===== src/hw/rtl/gpurc_pkg.sv =====
// Shared constants, codes and the work item carried from the front end to the back end.
// No dependencies.
`timescale 1ns / 1ps

package gpurc_pkg;

   localparam int GRID_DIM        = 256;
   localparam int COORD_W         = $clog2(GRID_DIM);
   localparam int IDX_W           = $clog2(GRID_DIM + 1);
   localparam int ADDR_W          = 2 * COORD_W;
   localparam int SIZE_W          = 9;
   localparam int COUNT_W         = 17;
   localparam int GRID_SIZE_RESET = 256;
   localparam int QUEUE_DEPTH     = 2;
   localparam int QPTR_W          = $clog2(QUEUE_DEPTH);
   localparam int QCNT_W          = $clog2(QUEUE_DEPTH + 1);

   localparam logic [1:0] MODE_SET    = 2'd0;
   localparam logic [1:0] MODE_TOGGLE = 2'd1;
   localparam logic [1:0] MODE_QUERY  = 2'd2;

   typedef enum logic [1:0] {
      OP_UPDATE,
      OP_QUERY,
      OP_ZERO
   } op_type;

   // Update: row_lo/col_lo hold the cell. Query: row_end/col_end are exclusive bounds.
   typedef struct packed {
      op_type             op;
      logic               toggle;
      logic               cell_value;
      logic [IDX_W-1:0]   row_lo;
      logic [IDX_W-1:0]   col_lo;
      logic [IDX_W-1:0]   row_end;
      logic [IDX_W-1:0]   col_end;
   } work_type;

endpackage


===== src/hw/rtl/gpurc_front.sv =====
// Front end: size register, range checks and clipping of incoming transactions.
// Depends on gpurc_pkg.
`timescale 1ns / 1ps

module gpurc_front (
   input  logic                          clock,
   input  logic                          reset,
   input  logic                          req_push,
   output logic                          req_full,
   input  logic [1:0]                    req_mode,
   input  logic [7:0]                    req_row_lo,
   input  logic [7:0]                    req_col_lo,
   input  logic [7:0]                    req_row_hi,
   input  logic [7:0]                    req_col_hi,
   input  logic                          req_cell_value,
   input  logic                          csr_write,
   input  logic [gpurc_pkg::SIZE_W-1:0]  csr_data,
   input  logic                          queue_full,
   input  logic                          clearing,
   output logic                          queue_push,
   output gpurc_pkg::work_type           queue_data
);
   import gpurc_pkg::*;

   logic [SIZE_W-1:0] grid_size_ff, grid_size_in;
   logic [IDX_W-1:0]  n, rlo, clo, rhi, chi;
   logic              in_grid, keep;
   op_type            op;

   always_comb begin
      grid_size_in = csr_write ? csr_data : grid_size_ff;
      n   = (grid_size_ff < SIZE_W'(GRID_DIM)) ? IDX_W'(grid_size_ff) : IDX_W'(GRID_DIM);
      rlo = IDX_W'(req_row_lo);
      clo = IDX_W'(req_col_lo);
      rhi = IDX_W'(req_row_hi);
      chi = IDX_W'(req_col_hi);
      in_grid = (rlo < n) && (clo < n);
      unique case (req_mode)
         MODE_SET, MODE_TOGGLE: begin
            keep = in_grid;
            op   = OP_UPDATE;
         end
         MODE_QUERY: begin
            keep = 1'b1;
            op   = (rlo <= rhi && clo <= chi && in_grid) ? OP_QUERY : OP_ZERO;
         end
         default: begin
            keep = 1'b0;
            op   = OP_ZERO;
         end
      endcase
      queue_data.op         = op;
      queue_data.toggle     = (req_mode == MODE_TOGGLE);
      queue_data.cell_value = req_cell_value;
      queue_data.row_lo     = rlo;
      queue_data.col_lo     = clo;
      // clip the far corner to the grid in use
      queue_data.row_end    = (rhi >= n) ? n : rhi + 1'b1;
      queue_data.col_end    = (chi >= n) ? n : chi + 1'b1;
      req_full   = queue_full | clearing;
      queue_push = req_push & ~req_full & keep;
   end

   always_ff @(posedge clock) begin
      if (reset) begin
         grid_size_ff <= SIZE_W'(GRID_SIZE_RESET);
      end else begin
         grid_size_ff <= grid_size_in;
      end
   end

endmodule


===== config.mk =====
export PLATFORM = sky130hd
export DESIGN_NAME = gpurc_front
export DESIGN_NICKNAME = d
export VERILOG_FILES = /design/src/hw/rtl/gpurc_pkg.sv /design/src/hw/rtl/gpurc_front.sv
export SDC_FILE = /design/constraint.sdc
export NUM_CORES = 1
export LEC_CHECK = 0
export ABC_AREA = 1
export BUFFER_PORTS_ARGS = -buffer_cell sky130_fd_sc_hd__buf_2
export CORE_ASPECT_RATIO = 0.8
export CORE_UTILIZATION = 45
export CTS_BUF_LIST = sky130_fd_sc_hd__clkbuf_4 sky130_fd_sc_hd__clkbuf_8
export DETAILED_ROUTE_END_ITERATION = 8
export PLACE_DENSITY = 0.78
export SYNTH_ARGS = -nofsm -noshare
export SYNTH_HDL_FRONTEND = slang
export SYNTH_SLANG_ARGS = --single-unit

===== constraint.sdc =====
create_clock -name clock -period 5.5 [get_ports clock]
set_input_delay 0.275 -clock clock [delete_from_list [all_inputs] [get_ports clock]]
set_output_delay 0.275 -clock clock [all_outputs]
set_load 0.01 [all_outputs]

Word-level counts from Yosys, hierarchy flattened
Index checks and enable logic that the tools add are counted.
{ "totals": {"reg_bits": 9, "word_cells": 27} }
{ "op_classes": {"add_sub_neg": 2, "order_cmp": 7, "n_eq_ne": 2, "muxes": 6, "bitwise": 4, "n_reduce_logical": 5} }
{ "op_table": {"columns": ["op", "count"], "rows": [
  ["two-way mux 9 bit", 3],
  ["adder 8 x 1 -> 9 bit, second input constant", 2],
  [">= comparator 8 x 9 -> 1 bit", 2],
  ["< comparator 8 x 9 -> 1 bit", 2],
  ["<= comparator 8 bit", 2],
  ["< comparator 9 bit, second input constant", 1],
  ["one-hot mux 2 bit (2 select lines)", 1],
  ["logical AND 1 bit", 3],
  ["AND 1 bit", 2],
  ["== test 2 x 1 -> 1 bit, second input constant", 1],
  ["== test 2 bit, second input constant", 1],
  ["logical NOT 2 bit", 1],
  ["two-way mux 2 bit", 1],
  ["one-hot mux 1 bit (2 select lines)", 1],
  ["OR reduction 2 bit", 1],
  ["NOT 1 bit", 1],
  ["bitwise OR 1 bit", 1]
]} }

Longest topological paths before layout
{ "logic_depth": {"depth_word": 7, "depth_mapped": 14, "ltp_nobuf": 13} }

Least setup slack after synthesis
OpenSTA, ideal clock, no wires.
{ "synth_path": {"kind": "register to output", "start": "register grid_size_ff[8]", "end": "output queue_data[8] (netlist name)", "arrival_ns": 1.829, "t_required_ns": 5.225, "setup_slack_ns": 3.396, "stages_incl_launch_ff": 11, "n_path_buf": 2, "path_cell_list": "dfxtp_1 -> inv_2 -> buf_6 -> nand2_1 -> ha_1 -> a21oi_1 -> a21oi_1 -> o21ai_0 -> nand2_2 -> buf_6 -> nor2_1"} }
{ "synth_lines": {"columns": ["element", "line", "source"], "rows": [
  ["from (decl)", "gpurc_front.sv:25", "logic [SIZE_W-1:0] grid_size_ff, grid_size_in;"],
  ["from (signal assigned)", "gpurc_front.sv:66", "grid_size_ff <= SIZE_W'(GRID_SIZE_RESET);"],
  ["from (signal assigned)", "gpurc_front.sv:68", "grid_size_ff <= grid_size_in;"],
  ["to (decl)", "gpurc_front.sv:21", "output gpurc_pkg::work_type queue_data"]
]} }

==> summary.md <==
| Metric | Value |
|---|---|
| FP Rows | 22 |
| DRC viols | 0 |
| Min-Delay Path Class | primary input to register |
| Fill cells | 482 |
| GRT met2 Usage | 0.341 |
| Yosys Warn Count | 0 |
| Clock root cell | clkbuf_8 |
| WS Path Type | register to output pin |
| Final setup vio count | 0 |
| Hold Slack | 0.271 ns |
| GRT Overall Usage | 0.213 |
| Syn-to-layout area delta | 17.6% |
| Max_cap viols | 0 |
| Synthesized flop and latch total | 9 |
| Initial antenna violation count | 0 |
| Antenna Nets Post-Route | 0 |
| CP startpoint kind | register |
| Syn Area/Cell | 6.48 um^2 |
| Via density | 4.87 |
| F_max | 359 MHz |
| Share of post-route cells with drive strength above 1 | 0.281 |
| Power per cell area | 131 mW/mm^2 |
| Fin crit period | 2.79 ns |
| Die Wd | 79.8 um |
| Layout net count | 504 |
| TritonCTS Sinks | 9 |
| First-pass GRT wire length | 8670 um |
| Synth Cell Area | 0.00218 mm^2 |
| Num ports | 92 |
| Crit-path max FO | 17 |
| Ys flop type | dfxtp_1 |
| GR Layer Usage met3 | 0.0129 |
| Wirelength per Cell | 11.7 um |
| Mapped Cells | 336 |
| Post-CTS Repair Setup Buffers | 0 |
| Gr busiest metal | met2 |
| Cts hold-fix bufs | 0 |
| CP arrival | 2.51 ns |
| CTS buffer count | 3 |
| Worst Path Required | 5.22 ns |
| Largest regs | grid_size_ff (9) |
| Core outline area | 0.00462 mm^2 |
| Maximum vdd drop | 0.107 mV |
| Vias | 2266 |
| Hold depth | 3 |
| Setup TNS | 0 ns |
| Clock buffer depth | 2 |
| Leak pwr | 1.50 nW |
| Post-detail-place hpwl | 4610 um |
| RePlAce Congestion | 0.865 |
| IO buf count | 87 |
| DIE HEIGHT | 64.2 um |
| Register area share after synthesis | 0.0827 |
| Met1 usage | 0.320 |
| CTS tree | done |
| CP endpoint kind | output pin |
| Die area | 0.00512 mm^2 |
| RSZ-0062 raised after global routing | false |
| GRT overflow | 0 |
| Pin count of the biggest net entering global routing | 18 |
| # resized after CTS | 0 |
| Top reg by flops | grid_size_ff |
| N_diodes | 0 |
| Post-synth EDFFs | 0 |
| Clock Skew | 0 ns |
| Final wirelength | 5430 um |
| Worst-skew pair later-pin latency | 0.23 ns |
| Post-synth ARST share | 0 |
| Total Power | 0.335 mW |
| Vias in the first global route | 1949 |
| Status | complete, no violations |
| Clk slew on worst S/H paths | 0.04 ns |
| Final Max Slew Viols | 0 |
| Htree depth | 1 |
| Final Cycle Share | 0.506 |
| Initial Utilization | 0.471 |
| Reg2reg path depth | 2 |
| Final Hold Viols | 0 |
| Synth unique cells | 28 |
| Detailed Route Iter0 Violations | 119 |
| Pre-Repair DR Iteration Count | 5 |
| Max reg flops | 9 |
critical path, stage by stage (launching register included):
cell and delay (ns):
dfxtp_1 0.34, inv_2 0.19, nand2_1 0.23, ha_1 0.36, a21oi_1 0.12, o21ai_0 0.13
a21oi_2 0.16, nand3_2 0.34, nand2_1 0.20, o21ai_2 0.06, buf_2 0.14
routing by layer:
metal	vias to the layer above	wire [um]
li1	1206	-
met1	975	2820
met2	85	2290
met3	0	321
met4	0	0
met5	-	0
area by class of cell:
type                    instances  area, um^2  share of cell area
well taps                      60        75.1              0.0293
clock buffers                   4        48.8              0.0191
multi-input cells             256        1640               0.639
repair buffers                 87         435               0.170
flip-flops and latches          9         180              0.0703
inverters                      49         184              0.0718
power by group:
part / leakage (nW) / internal, mW / switching [mW] / total (mW)
registers: 0.0749 / 0.0701 / 0.00285 / 0.0730
logic: 1.40 / 0.0750 / 0.107 / 0.182
clock network: 0.0262 / 0.0553 / 0.0246 / 0.0799
metrics by stage:
step,util,setup slack [ns],std cells,area [um^2]
after global placement,0.543,3.05,461,2510
after detailed placement,0.543,2.96,461,2510
after global routing,0.554,2.48,465,2560
after floorplan,-,3.40,337,2180
after CTS,0.554,2.70,465,2560
final,0.554,2.71,465,2560
synthesized netlist by cell type, drive strengths merged, types with 3 or more instances:
| cell | count | share of area |
|---|---|---|
| a21oi | 20 | 0.048 |
| buf | 22 | 0.081 |
| dfxtp | 9 | 0.083 |
| ha | 48 | 0.28 |
| inv | 48 | 0.083 |
| nand2 | 82 | 0.14 |
| nand3 | 17 | 0.044 |
| nand4 | 4 | 0.011 |
| nor2 | 36 | 0.064 |
| nor3 | 3 | 0.0069 |
| o21ai | 26 | 0.086 |
| xor2 | 10 | 0.040 |
cell usage in the layout (no fill, tap or decap), drive strengths merged:
| master | synthesis | routed |
|---|---|---|
| buf | 22 | 87 |
| nand2 | 82 | 82 |
| ha | 48 | 48 |
| inv | 48 | 48 |
| nor2 | 36 | 36 |
| o21ai | 26 | 26 |
| a21oi | 20 | 20 |
| nand3 | 17 | 17 |
| xor2 | 10 | 10 |
| dfxtp | 9 | 9 |
| nand4 | 4 | 4 |
| clkbuf | 1 | 4 |
| nor3 | 3 | 3 |
| o21a | 2 | 2 |
| xnor2 | 2 | 2 |
| conb | 1 | 2 |
| a21boi | 1 | 1 |
| o21bai | 1 | 1 |
| a21o | 1 | 1 |
| nand3b | 1 | 1 |
| clkinv | 1 | 1 |
cell families after synthesis:
family                   after synthesis  share of synthesized area
AO/OA/AOI/OAI                         51                      0.152
XOR/XNOR                              12                     0.0482
flip-flops                             9                     0.0827
buffers and inverters                 72                      0.167
adder cells (fa/ha/maj)               48                      0.276
AND/OR/NAND/NOR                      143                      0.272
other                                  1                    0.00172
worst paths after layout:
check	start	to	slack [ns]
max reg2reg	grid_size_ff[8]$_SDFFE_PP1P_	grid_size_ff[8]$_SDFFE_PP1P_	4.71
min reg2reg	grid_size_ff[0]$_SDFFE_PP0P_	grid_size_ff[0]$_SDFFE_PP0P_	0.49
min	csr_data[6]	grid_size_ff[6]$_SDFFE_PP0P_	0.27
max	grid_size_ff[8]$_SDFFE_PP1P_	queue_data[10]	2.71
No activity file was read; power rests on OpenSTA's default activity.
