**src/hw/rtl/gpurc_pkg.sv**
```systemverilog
// Shared constants, codes and the work item carried from the front end to the back end.
// No dependencies.
`timescale 1ns / 1ps

package gpurc_pkg;

   localparam int GRID_DIM        = 256;
   localparam int COORD_W         = $clog2(GRID_DIM);
   localparam int IDX_W           = $clog2(GRID_DIM + 1);
   localparam int ADDR_W          = 2 * COORD_W;
   localparam int SIZE_W          = 9;
   localparam int COUNT_W         = 17;
   localparam int GRID_SIZE_RESET = 256;
   localparam int QUEUE_DEPTH     = 2;
   localparam int QPTR_W          = $clog2(QUEUE_DEPTH);
   localparam int QCNT_W          = $clog2(QUEUE_DEPTH + 1);

   localparam logic [1:0] MODE_SET    = 2'd0;
   localparam logic [1:0] MODE_TOGGLE = 2'd1;
   localparam logic [1:0] MODE_QUERY  = 2'd2;

   typedef enum logic [1:0] {
      OP_UPDATE,
      OP_QUERY,
      OP_ZERO
   } op_type;

   // Update: row_lo/col_lo hold the cell. Query: row_end/col_end are exclusive bounds.
   typedef struct packed {
      op_type             op;
      logic               toggle;
      logic               cell_value;
      logic [IDX_W-1:0]   row_lo;
      logic [IDX_W-1:0]   col_lo;
      logic [IDX_W-1:0]   row_end;
      logic [IDX_W-1:0]   col_end;
   } work_type;

endpackage

```
**src/hw/rtl/gpurc_queue.sv**
```systemverilog
// Short queue of work items between the front and back ends.
// Depends on gpurc_pkg.
`timescale 1ns / 1ps

module gpurc_queue (
   input  logic                 clock,
   input  logic                 reset,
   input  logic                 push,
   input  gpurc_pkg::work_type  push_data,
   output logic                 full,
   input  logic                 pop,
   output logic                 empty,
   output gpurc_pkg::work_type  head
);
   import gpurc_pkg::*;

   work_type            slots_ff [QUEUE_DEPTH];
   logic [QPTR_W-1:0]   wr_ptr_ff, wr_ptr_in, rd_ptr_ff, rd_ptr_in;
   logic [QCNT_W-1:0]   count_ff, count_in;
   logic                do_push, do_pop;

   always_comb begin
      full    = (count_ff == QCNT_W'(QUEUE_DEPTH));
      empty   = (count_ff == '0);
      head    = slots_ff[rd_ptr_ff];
      do_push = push & ~full;
      do_pop  = pop & ~empty;
      wr_ptr_in = do_push ? ((wr_ptr_ff == QPTR_W'(QUEUE_DEPTH - 1)) ? '0 : wr_ptr_ff + 1'b1)
                          : wr_ptr_ff;
      rd_ptr_in = do_pop ? ((rd_ptr_ff == QPTR_W'(QUEUE_DEPTH - 1)) ? '0 : rd_ptr_ff + 1'b1)
                         : rd_ptr_ff;
      count_in = count_ff;
      if (do_push && !do_pop) begin
         count_in = count_ff + 1'b1;
      end else if (do_pop && !do_push) begin
         count_in = count_ff - 1'b1;
      end
   end

   always_ff @(posedge clock) begin
      if (reset) begin
         wr_ptr_ff <= '0;
         rd_ptr_ff <= '0;
         count_ff  <= '0;
      end else begin
         wr_ptr_ff <= wr_ptr_in;
         rd_ptr_ff <= rd_ptr_in;
         count_ff  <= count_in;
      end
   end

   always_ff @(posedge clock) begin
      if (do_push) begin
         slots_ff[wr_ptr_ff] <= push_data;
      end
   end

endmodule

```
**config.mk**
```make
export PLATFORM = sky130hd
export DESIGN_NAME = gpurc_queue
export DESIGN_NICKNAME = d
export VERILOG_FILES = /design/src/hw/rtl/gpurc_pkg.sv /design/src/hw/rtl/gpurc_queue.sv
export SDC_FILE = /design/constraint.sdc
export NUM_CORES = 1
export LEC_CHECK = 0
export BUFFER_PORTS_ARGS = -buffer_cell sky130_fd_sc_hd__buf_4
export CORE_MARGIN = 3
export CORE_UTILIZATION = 51
export DETAILED_ROUTE_END_ITERATION = 10
export HOLD_SLACK_MARGIN = 0.08
export PLACE_DENSITY = 0.78
export SYNTH_ARGS = -nofsm -noshare
export SYNTH_HDL_FRONTEND = slang
export SYNTH_SLANG_ARGS = --single-unit
export TNS_END_PERCENT = 1
```
**constraint.sdc**
```tcl
create_clock -name clock -period 2.9 [get_ports clock]
set_input_delay 0.29 -clock clock [delete_from_list [all_inputs] [get_ports clock]]
set_output_delay 0.29 -clock clock [all_outputs]
set_load 0.01 [all_outputs]
```
## After elaboration in Yosys (flattened, before gate mapping)

Memories as Yosys holds them, arrays and structs flattened. A register that Yosys moved wholly into a read port is not among the register bits.
Index checks and enable logic that the tools add are counted.

- Flip-flop bits (word level): 4
- RAM bits: 80
- Input port bits: 44
- Output and inout bits: 42
- Logic and storage cells: 27
- Memories kept: 1

- $add $sub $neg: 4
- Eq/ne operators: 1
- Mux-type cells: 8
- Bitwise gates (word level): 4
- Reductions and logical operators: 6

Memory list:

| name | depth | bits a word | rd ports | clocked after Yosys merged registers in | write ports | RTL line | RTL |
|---|---|---|---|---|---|---|---|
| slots_ff | 2 | 40 | 1 | 1 | 1 | gpurc_queue.sv:17 | `work_type slots_ff [QUEUE_DEPTH];` |

Operators by type and width:

| cell | count |
|---|---|
| $mux 1 | 6 |
| $mux 2 | 2 |
| $add 1x1->1 const B | 2 |
| $add 2x1->2 const B | 1 |
| $and 1x1->1 | 2 |
| $eq 2x2->1 const B | 1 |
| $logic_and 1x1->1 | 2 |
| $logic_not 1->1 | 2 |
| $logic_not 2->1 | 1 |
| $not 1->1 | 2 |
| $reduce_bool 2->1 | 1 |
| $sub 2x1->2 const B | 1 |

## Longest topological paths before layout

Gate-level depths: netlist (run 1).

- Depth in word-level cells: 7
- Depth in mapped cells: 6
- Gate-level depth less buffers: 6

## Least setup slack after synthesis (run 1)

Ideal clock, no wire load.

- Path kind: register -> register
- From: register count_ff[1]
- To: memory slots_ff[0][0] (netlist name) (enable)
- Arrival: 1.617 ns
- Required time: 2.506 ns
- Setup slack: 0.888 ns
- Cell stages (with the launch flop): 4
- Buffers on the path: 0
- Period minus slack after synthesis: 2.012 ns
- Cells stage by stage: dfxtp_1 > nor2b_2 > or3_1 > inv_1

- Word-level cells in the longest chain between the ends: 5

RTL lines:

| what | RTL line | RTL |
|---|---|---|
| start, declared | gpurc_queue.sv:19 | `logic [QCNT_W-1:0] count_ff, count_in;` |
| start signal, assigned | gpurc_queue.sv:48 | `count_ff <= count_in;` |
| $eq 2x2->1 | gpurc_queue.sv:23 | `full = (count_ff == QCNT_W'(QUEUE_DEPTH));` |
| net full | gpurc_queue.sv:10 | `output logic full,` |
| $not 1->1 | gpurc_queue.sv:26 | `do_push = push & ~full;` |
| $and 1x1->1 | gpurc_queue.sv:26 |  |
| $mux 1 | gpurc_queue.sv:53 | `if (do_push) begin` |
| $mux 1 (not written as such) | gpurc_queue.sv:54 | `slots_ff[wr_ptr_ff] <= push_data;` |
| end, declared | gpurc_queue.sv:17 |  |

The timed path passes the listed nets, and every way through them passes these cells.

==> results.toml, run 1 <==
[yosys]
synth_top_flop_cell = "edfxtp_1"
syn_avg_cell_area_sq_um = 20.7
synth_area_leaders = "edfxtp_1, mux2_2, dfxtp_1"
ys_top_cells_by_count = "edfxtp_1, mux2_2, dfxtp_1, nor2_1, buf_2"
synth_top_area_frac = 0.777
synth_cells = 149
synth_edf_count = 80
synth_compound_area_frac = 0.00810
synthXorXnorAreaFrac = 0.00850
synth_nets = 194
synth_fa_ha_area_frac = 0.00405
yosys.area.top_type = "edfxtp_1"
yosys.area_share.simple = 0.0150
seq_area_frac_synth = 0.810
yosysMostFrequentCell = "edfxtp_1"
syn-cell-area_sq_um = 3090
synth_cell_type_count = 13
ys_async_sr_fraction = 0
muxShareOfSynthArea = 0.146
synth_warnings = 0
synth_top_family_by_area = "multiplexers"
yosys_register_bits = 85

[timing]
tns_ns = 0
worst_slew_pin_slew_ns = 0.545
fmax_ghz = 0.457
fin_crit_sh = 0.755
period_minus_slack_ns = 2.19
grt_setup_unrepaired = "false"
skew_ns = 0.00523
finalMaxSlewViolations = 0
finalHoldViolations = 0
slew_headroom = 0.637
whs_ns = 0.141
finalSetupViolCount = 0

[floorplanning]
core_area_sq_um = 5680
dieArea_sq_um = 7030
io_pins = 86
die_h_um = 83.8
rows = 27
die_width_um = 83.8
initial_utilization = 0.545

[grt]
grt_max_degree = 28
grt-ovfl-total = 0
grt_pass1_vias = 1804
antenna_found_initial = 0
grtUsageTotal = 0.164
grt_pass1_wl_um = 8780

[layout]
antenna_cells = 0
fillers = 375
fin_area_sq_um = 4040
layout.nets = 291
drive_above_1_share = 0.582
areaGrowthSynthToFinish_pct = 30.9
register_area_sq_um = 2500
multiInputGateArea_sq_um = 562

[cts]
post_cts_resized = 0
clk-insertion-delay-late_ns = 0.33
clockBufferDepth = 2
post_cts_buffers = 0
root_buffer = "clkbuf_8"
htree_levels = 3
cts_tree = "built"
clkTransAtPathRegs_ns = 0.08
cts.sinks = 85
cts_hold_buf = 0
numCtsBuffers = 9

[setup_path]
crit_path_frequent_cell = "buf_4"
reg2reg_depth = 4
endpoint = "head[14]"
worstSetupEndpointType = "primary output"
timing.reg2reg.setup_slack_ns = 1.09
worstPathCellList = "buf_4, mux2_2, buf_4"
rr_startpoint = "count_ff[1]$_SDFFE_PP0P_"
start_kind = "register"
critPathRequiredTime_ns = 2.61
r2r-end = "slots_ff[1][6]$_DFFE_PP_"
slowest_delay_ns = 0.68
critPathKind = "reg2out"
crit_slowest_cell = "dfxtp_2"
crit_arrival_ns = 1.90
cp_max_fo = 23

[power]
p_leak_uw = 0.00153
ir_drop_v = 0.000580
power_density_nw_per_um2 = 843

[route]
detail_route.wl_per_cell_um = 16.7
ant_nets = 0
wirelength_um = 5390
via_count = 1624
initialDrtViolationCount = 78
firstDrtPassIters = 4
viasPerCell = 5.03
drc = 0

[place]
io_buffers = 85
place_area_sq_um = 3840
gp_congestion = 0.688
dp_hpwl_um = 3800

[outcome]
status = "completed"

[run]
max_cap_violations = 0

[min_path]
hp-class = "in2reg"
==> worst max-delay path, delay by kind of cell, from the launching register on <==
| kind | cells | cell delay (ns) |
|---|---|---|
| buffers and inverters | 2 | 0.51 |
| DFF | 1 | 0.68 |
| muxes | 1 | 0.38 |
==> final cells by class <==
type | count | share of cell area
Sequential cell | 85 | 0.619
Timing Repair Buffer | 90 | 0.167
Multi-Input combinational cell | 58 | 0.139
Clock buffer | 10 | 0.0316
Tap cell | 72 | 0.0223
Clock inverter | 6 | 0.0192
Inverter | 2 | 0.00186
==> per-stage QoR <==
stage	worst slack, ns	power, uW	util	std cells
after global placement	1.04	2590	0.676	307
final	0.710	3410	0.713	323
after floorplan	0.888	2150	-	149
after detailed placement	1.04	2610	0.676	307
after global routing	0.579	3590	0.713	323
after CTS	0.663	3460	0.713	323
==> routing by layer <==
| layer | vias to the layer above | share of wire | track usage |
|---|---|---|---|
| met2 | 56 | 0.54 | 0.293 |
| met3 | 10 | 0.048 | 0.0316 |
| li1 | 771 | - | - |
| met1 | 787 | 0.39 | 0.188 |
| met5 | - | 0 | 0 |
| met4 | 0 | 0.025 | 0.0804 |
==> logic make-up after synthesis <==
kind of cell | after synthesis
buf+inv | 6
compound gates | 5
xor+xnor | 3
flops | 85
simple gates | 9
fa+ha+maj | 1
mux | 40
==> worst min-delay path by stage <==
stage	start	end	slack, ns	cells after the start
2_1_floorplan	reset	count_ff[1]$_SDFFE_PP0P_	0.36	1
3_3_place_gp	wr_ptr_ff$_SDFFE_PP0P_	wr_ptr_ff$_SDFFE_PP0P_	0.47	2
3_5_place_dp	push_data[22]	slots_ff[0][22]$_DFFE_PP_	0.48	1
4_1_cts	push_data[15]	slots_ff[0][15]$_DFFE_PP_	0.12	1
5_1_grt	push_data[18]	slots_ff[0][18]$_DFFE_PP_	0.11	1
6_report	push_data[15]	slots_ff[0][15]$_DFFE_PP_	0.14	1
==> placed cells by master, fill, tap and decap left out <==
master and instances:
or3_1 2, dfxtp_1 4, inv_1 2, a21oi_1 2
xor2_1 3, and2_2 1, edfxtp_1 80, bufinv_16 2
nor2b_2 1, clkbuf_1 1, dfxtp_2 1, clkinv_2 2
clkbuf_8 9, nor2_1 5, ha_1 1, buf_4 90
mux2_2 40, o21ai_0 3, clkinv_1 2
==> state kept, by name (all words and copies together), names as in the netlist, named ones only <==
signal,count
count_ff,2
rd_ptr_ff,1
slots_ff,80
wr_ptr_ff,1
==> report_power, final <==
group | switching [uW] | total (uW) | internal (uW)
clock network | 362 | 839 | 477
logic | 419 | 935 | 516
registers | 92.2 | 1640 | 1540
Power figures use the tool's default switching activity.
==> run 2, diff against run 1 <==
- clock period: 2.9 -> 2.1 ns (I/O delays scaled with it)
==> run 2 against run 1 <==
Count of clock-buffer cells in the layout did not move. Sequential share of layout area shrank 6.0 points. Highest routed layer unchanged. Final cell count is 13% higher. Global-route usage grew 1.5 points. Critical path type unchanged. Design area increased by 11%. Routed wire length increased by 7.7%. Clock skew rose by 0.0030 ns. Largest cell class unchanged. Via count is 8.0% higher. Non-clock buffer count grew 41.
==> results.toml, run 2 (same netlist as run 1, synthesis figures left out) <==
[layout]
layout.nets = 332
largest_register_ffs = 80
reg_top3 = "slots_ff x80, count_ff x2"
drive_above_1_share = 0.500
antenna_cells = 0
final_cells = 364
regMostFlops = "slots_ff"
fin_area_sq_um = 4480
mostFrequentLayoutCells = "buf_4, edfxtp_1, dlygate4sd3_1"
areaGrowthSynthToFinish_pct = 44.9
mostFrequentLayoutCell = "buf_4"

[grt]
grt_pass1_vias = 1933
grtUsageTotal = 0.179
grt_pass1_wl_um = 9500
antenna_found_initial = 0
grt-ovfl-total = 0
grt_max_degree = 41

[power]
power_density_nw_per_um2 = 1080
p_leak_uw = 0.00171
p_int_uw = 3570
power_switching_uw = 1250
pwr-share-seq = 0.455
switching_share = 0.259
p_comb_frac = 0.300
p_clk_frac = 0.245
ir_drop_v = 0.000651

[place]
place_area_sq_um = 3860
place_inst = 307
io_buffers = 85
dp_slack_ns = 0.529
dp_hpwl_um = 3520
gp_congestion = 0.731

[route]
initialDrtViolationCount = 89
wirelength_um = 5800
detail_route.wl_per_cell_um = 15.9
firstDrtPassIters = 4
ant_nets = 0
via_count = 1754
drc = 0
viasPerCell = 4.82

[setup_path]
critPathKind = "reg2out"
critPathRequiredTime_ns = 1.89
r2r-end = "count_ff[1]$_SDFFE_PP0P_"
cp_max_fo = 23
crit_arrival_ns = 1.50
crit_slowest_cell = "mux2_2"
slowest_delay_ns = 0.39
rr_startpoint = "count_ff[0]$_SDFFE_PP0P_"
worstPathCellList = "buf_4, mux2_2, buf_4"
worstSetupEndpointType = "primary output"
start_kind = "register"
reg2reg_depth = 4
crit_path_frequent_cell = "buf_4"
timing.reg2reg.setup_slack_ns = 0.48

[cts]
clkTransAtPathRegs_ns = 0.08
root_buffer = "clkbuf_8"
numCtsBuffers = 9
cts_tree = "built"
cts.sinks = 85
clockBufferDepth = 2
post_cts_resized = 0
htree_levels = 3
clk-insertion-delay-late_ns = 0.34

[min_path]
hp-start = "push"
hp-class = "in2reg"
min_to = "wr_ptr_ff$_SDFFE_PP0P_"
whs_path_depth = 4

[timing]
slew_headroom = 0.773
skew_ns = 0.00820
period_minus_slack_ns = 1.71
finalMaxSlewViolations = 0
worst_slew_pin_slew_ns = 0.336
fmax_ghz = 0.584
finalSetupViolCount = 0
tns_ns = 0
grt_setup_unrepaired = "false"
fin_crit_sh = 0.815
finalHoldViolations = 0
fin_ws_ns = 0.388

[outcome]
status = "completed"

[floorplanning]
die_width_um = 83.8
io_pins = 86
initial_utilization = 0.545
dieArea_sq_um = 7030
core_area_sq_um = 5680
die_h_um = 83.8
rows = 27

[run]
max_cap_violations = 0
==> run 2: cell count changes in the layout (fill, tap and decap cells not counted) <==
cell / previous run / this run
dlygate4sd3_1: 0 / 41
buf_4: 90 / 88
buf_12: 0 / 2
==> run 2: final cells by class <==
class / instances / area [sq um]
flip-flops and latches: 85 / 2500
fillers: 318 / 1200
repair buffers: 131 / 1110
multi-input cells: 58 / 562
clock buffers: 10 / 128
well taps: 72 / 90.1
clock inverters: 6 / 77.6
inverters: 2 / 7.51
==> run 2: worst max-delay path by stage <==
stage	startpoint	end	slack (ns)	cells after the start
after global routing	register	head[38]	0.32	3
after floorplan	count_ff[1]$_SDFFE_PP0P_	slots_ff[0][0]$_DFFE_PP_	0.09	3
after global placement	count_ff[1]$_SDFFE_PP0P_	slots_ff[0][18]$_DFFE_PP_	0.63	4
after CTS	register	head[38]	0.36	3
final	register	head[33]	0.39	3
after detailed placement	count_ff[0]$_SDFFE_PP0P_	count_ff[1]$_SDFFE_PP0P_	0.53	4
==> run 2: what timing repair did <==
item / 4_1_cts / 5_1_grt
endpoints found under the hold margin: 85 / 0
buffers inserted: 0 / 0
hold buffers: 41 / 0
==> run 2: routing by layer <==
layer	GRT usage	share of wire	vias to the layer above
li1	-	-	852
met2	0.315	0.54	58
met1	0.202	0.39	833
met3	0.0365	0.043	11
met5	0	0	-
met4	0.0994	0.026	0
==> run 2: power by group through the flow <==
stage / combinational [uW] / sequential [uW] / clock, uW
after global routing: 1560 / 2220 / 1290
after detailed placement: 1390 / 2230 / 0
after CTS: 1470 / 2200 / 1210
final: 1450 / 2200 / 1180
after floorplan: 748 / 2220 / 0
after global placement: 1380 / 2220 / 0
==> run 2: critical path: cells and delay by family (launching register included) <==
| kind | cells | cell delay (ns) |
|---|---|---|
| buffers and inverters | 2 | 0.44 |
| flip-flops | 1 | 0.33 |
| multiplexers | 1 | 0.39 |
==> run 2: metrics by stage <==
stage	power, uW	util	hold WS, ns
detailed placement	3630	0.681	0.398
CTS	4880	0.789	0.249
floorplan	2970	-	0.279
global route	5060	0.789	0.264
finish	4820	0.789	0.260
global placement	3600	0.681	0.396
==> run 3, diff against run 2 <==
- CORE_UTILIZATION: 51 -> 46
- PLACE_DENSITY: 0.78 -> 0.74
- clock period: 2.1 -> 1.51 ns (I/O delays scaled with it)
==> run 3 against run 2 <==
The flow now finishes with violations (setup timing). Register-to-register slack got worse by 0.47 ns. Global-route usage shrank 2.1 points. Sequential cell count unchanged. Critical path depth is the same. Clock skew is 0.00050 ns lower.
==> results.toml, run 3 (same netlist as run 1, synthesis figures left out) <==
[cts]
cts_tree = "built"
htree_levels = 3
clkTransAtPathRegs_ns = 0.07
clockBufferDepth = 2
root_buffer = "clkbuf_8"
clk-insertion-delay-late_ns = 0.34
numCtsBuffers = 9
cts.sinks = 85

[timing]
fin_ws_ns = -0.0396
finalHoldViolations = 0
skew_ns = 0.00769
worst_slew_pin_slew_ns = 0.261
grt_setup_unrepaired = "true"
period_minus_slack_ns = 1.55
whs_ns = 0.255
fmax_ghz = 0.645
finalMaxSlewViolations = 0
slew_headroom = 0.824
fin_crit_sh = 1.03
finalSetupViolCount = 32

[layout]
utilization = 0.718
reg_top3 = "slots_ff x80, count_ff x2"
fin_area_sq_um = 4610
layout.nets = 335
final_cells = 371
fillers = 426
largest_register_ffs = 80
mostFrequentLayoutCells = "edfxtp_1, buf_4, dlygate4sd3_1"
mostFrequentLayoutCell = "edfxtp_1"
antenna_cells = 0
drive_above_1_share = 0.520
areaGrowthSynthToFinish_pct = 49.1
regMostFlops = "slots_ff"

[power]
p_total_uw = 6690
ir_drop_v = 0.000855
power_density_nw_per_um2 = 1450
p_leak_uw = 0.00175

[grt]
grtUsageTotal = 0.158
grt_max_degree = 25
grt_pass1_wl_um = 9000
grt-ovfl-total = 0
antenna_found_initial = 0
grt_pass1_vias = 1927

[route]
drc = 0
detail_route.wl_per_cell_um = 15.9
via_count = 1786
ant_nets = 0
firstDrtPassIters = 4
viasPerCell = 4.81
initialDrtViolationCount = 47
wirelength_um = 5890

[setup_path]
crit_slowest_cell = "dfxtp_4"
r2r-end = "count_ff[1]$_SDFFE_PP0P_"
start_kind = "register"
rr_startpoint = "count_ff[1]$_SDFFE_PP0P_"
crit_arrival_ns = 1.40
critPathRequiredTime_ns = 1.36
critPathKind = "reg2out"
cp_max_fo = 12
timing.reg2reg.setup_slack_ns = 0.01
reg2reg_depth = 5
worstSetupEndpointType = "primary output"
slowest_delay_ns = 0.40
worstPathCellList = "buf_12, mux2_2, buf_4"

[place]
gp_congestion = 0.739
dp_hpwl_um = 3630
io_buffers = 85
place_inst = 314
place_area_sq_um = 3940

[min_path]
min_to = "wr_ptr_ff$_SDFFE_PP0P_"
whs_path_depth = 4
hp-class = "in2reg"
hp-start = "push"

[outcome]
status = "complete, but fails checks"
violations = "setup timing"

[floorplanning]
rows = 29
io_pins = 86
initial_utilization = 0.481
die_h_um = 88.0
core_area_sq_um = 6420
dieArea_sq_um = 7740
die_width_um = 88.0

[run]
max_cap_violations = 0
-- run 3: cell types whose count changed in the layout (fill, tap and decap cells not counted), sizes merged --
cell,previous run,this run
buf,90,92
clkinv,4,3
clkinvlp,0,3
bufinv,2,0
clkbuf,10,11
inv,2,1
-- run 3: layer usage --
layer  track usage  share of wire
met1         0.173           0.39
met2         0.285           0.55
met4        0.0460          0.010
met3        0.0574          0.050
met5             0              0
-- run 3: stage by stage --
step / setup TNS (ns) / setup WS, ns
after floorplan: -5.81 / -0.114
final: -0.860 / -0.0396
after detailed placement: -0.00163 / -0.00163
after global routing: -3.28 / -0.103
after global placement: 0 / 0.0666
after CTS: -1.94 / -0.0656
-- run 3: worst max-delay path, delay by kind of cell, from the launching register on --
kind     cells  cell delay, ns
flops        1            0.40
buf+inv      2            0.32
mux          1            0.35
-- run 3: worst max-delay path by stage --
stage,startpoint,endpoint,slack (ns),cells after the start
floorplan,count_ff[1]$_SDFFE_PP0P_,slots_ff[0][0]$_DFFE_PP_,-0.11,3
global placement,count_ff[1]$_SDFFE_PP0P_,count_ff[1]$_SDFFE_PP0P_,0.07,5
detailed placement,count_ff[1]$_SDFFE_PP0P_,count_ff[1]$_SDFFE_PP0P_,-0.002,5
CTS,register,head[6],-0.07,3
global route,register,head[14],-0.10,3
finish,register,head[37],-0.04,3
-- run 3: where the power goes --
group          total, uW  switching [uW]  internal [uW]
clock               1300             727            577
sequential          3090             120           2970
combinational       2300             968           1330
total               6690            1820           4880
-- run 3: cell type report --
| type | count | area [sq um] | share of cell area |
|---|---|---|---|
| Multi-Input combinational cell | 58 | 606 | 0.131 |
| Clock inverter | 5 | 28.8 | 0.00624 |
| Timing Repair Buffer | 134 | 1230 | 0.267 |
| Clock buffer | 10 | 128 | 0.0277 |
| Sequential cell | 85 | 2510 | 0.544 |
| Inverter | 2 | 11.3 | 0.00244 |
| Tap cell | 77 | 96.3 | 0.0209 |
-- run 3: repair_timing --
item / in CTS / in global routing
hold endpoints to repair: 85 / 0
setup endpoints to repair: 41 / 41
hold buffers: 41 / 0
buffers inserted: 0 / 0
cloned: 0 / 1
gates resized for setup: 4 / 18
pin swaps: 0 / 0
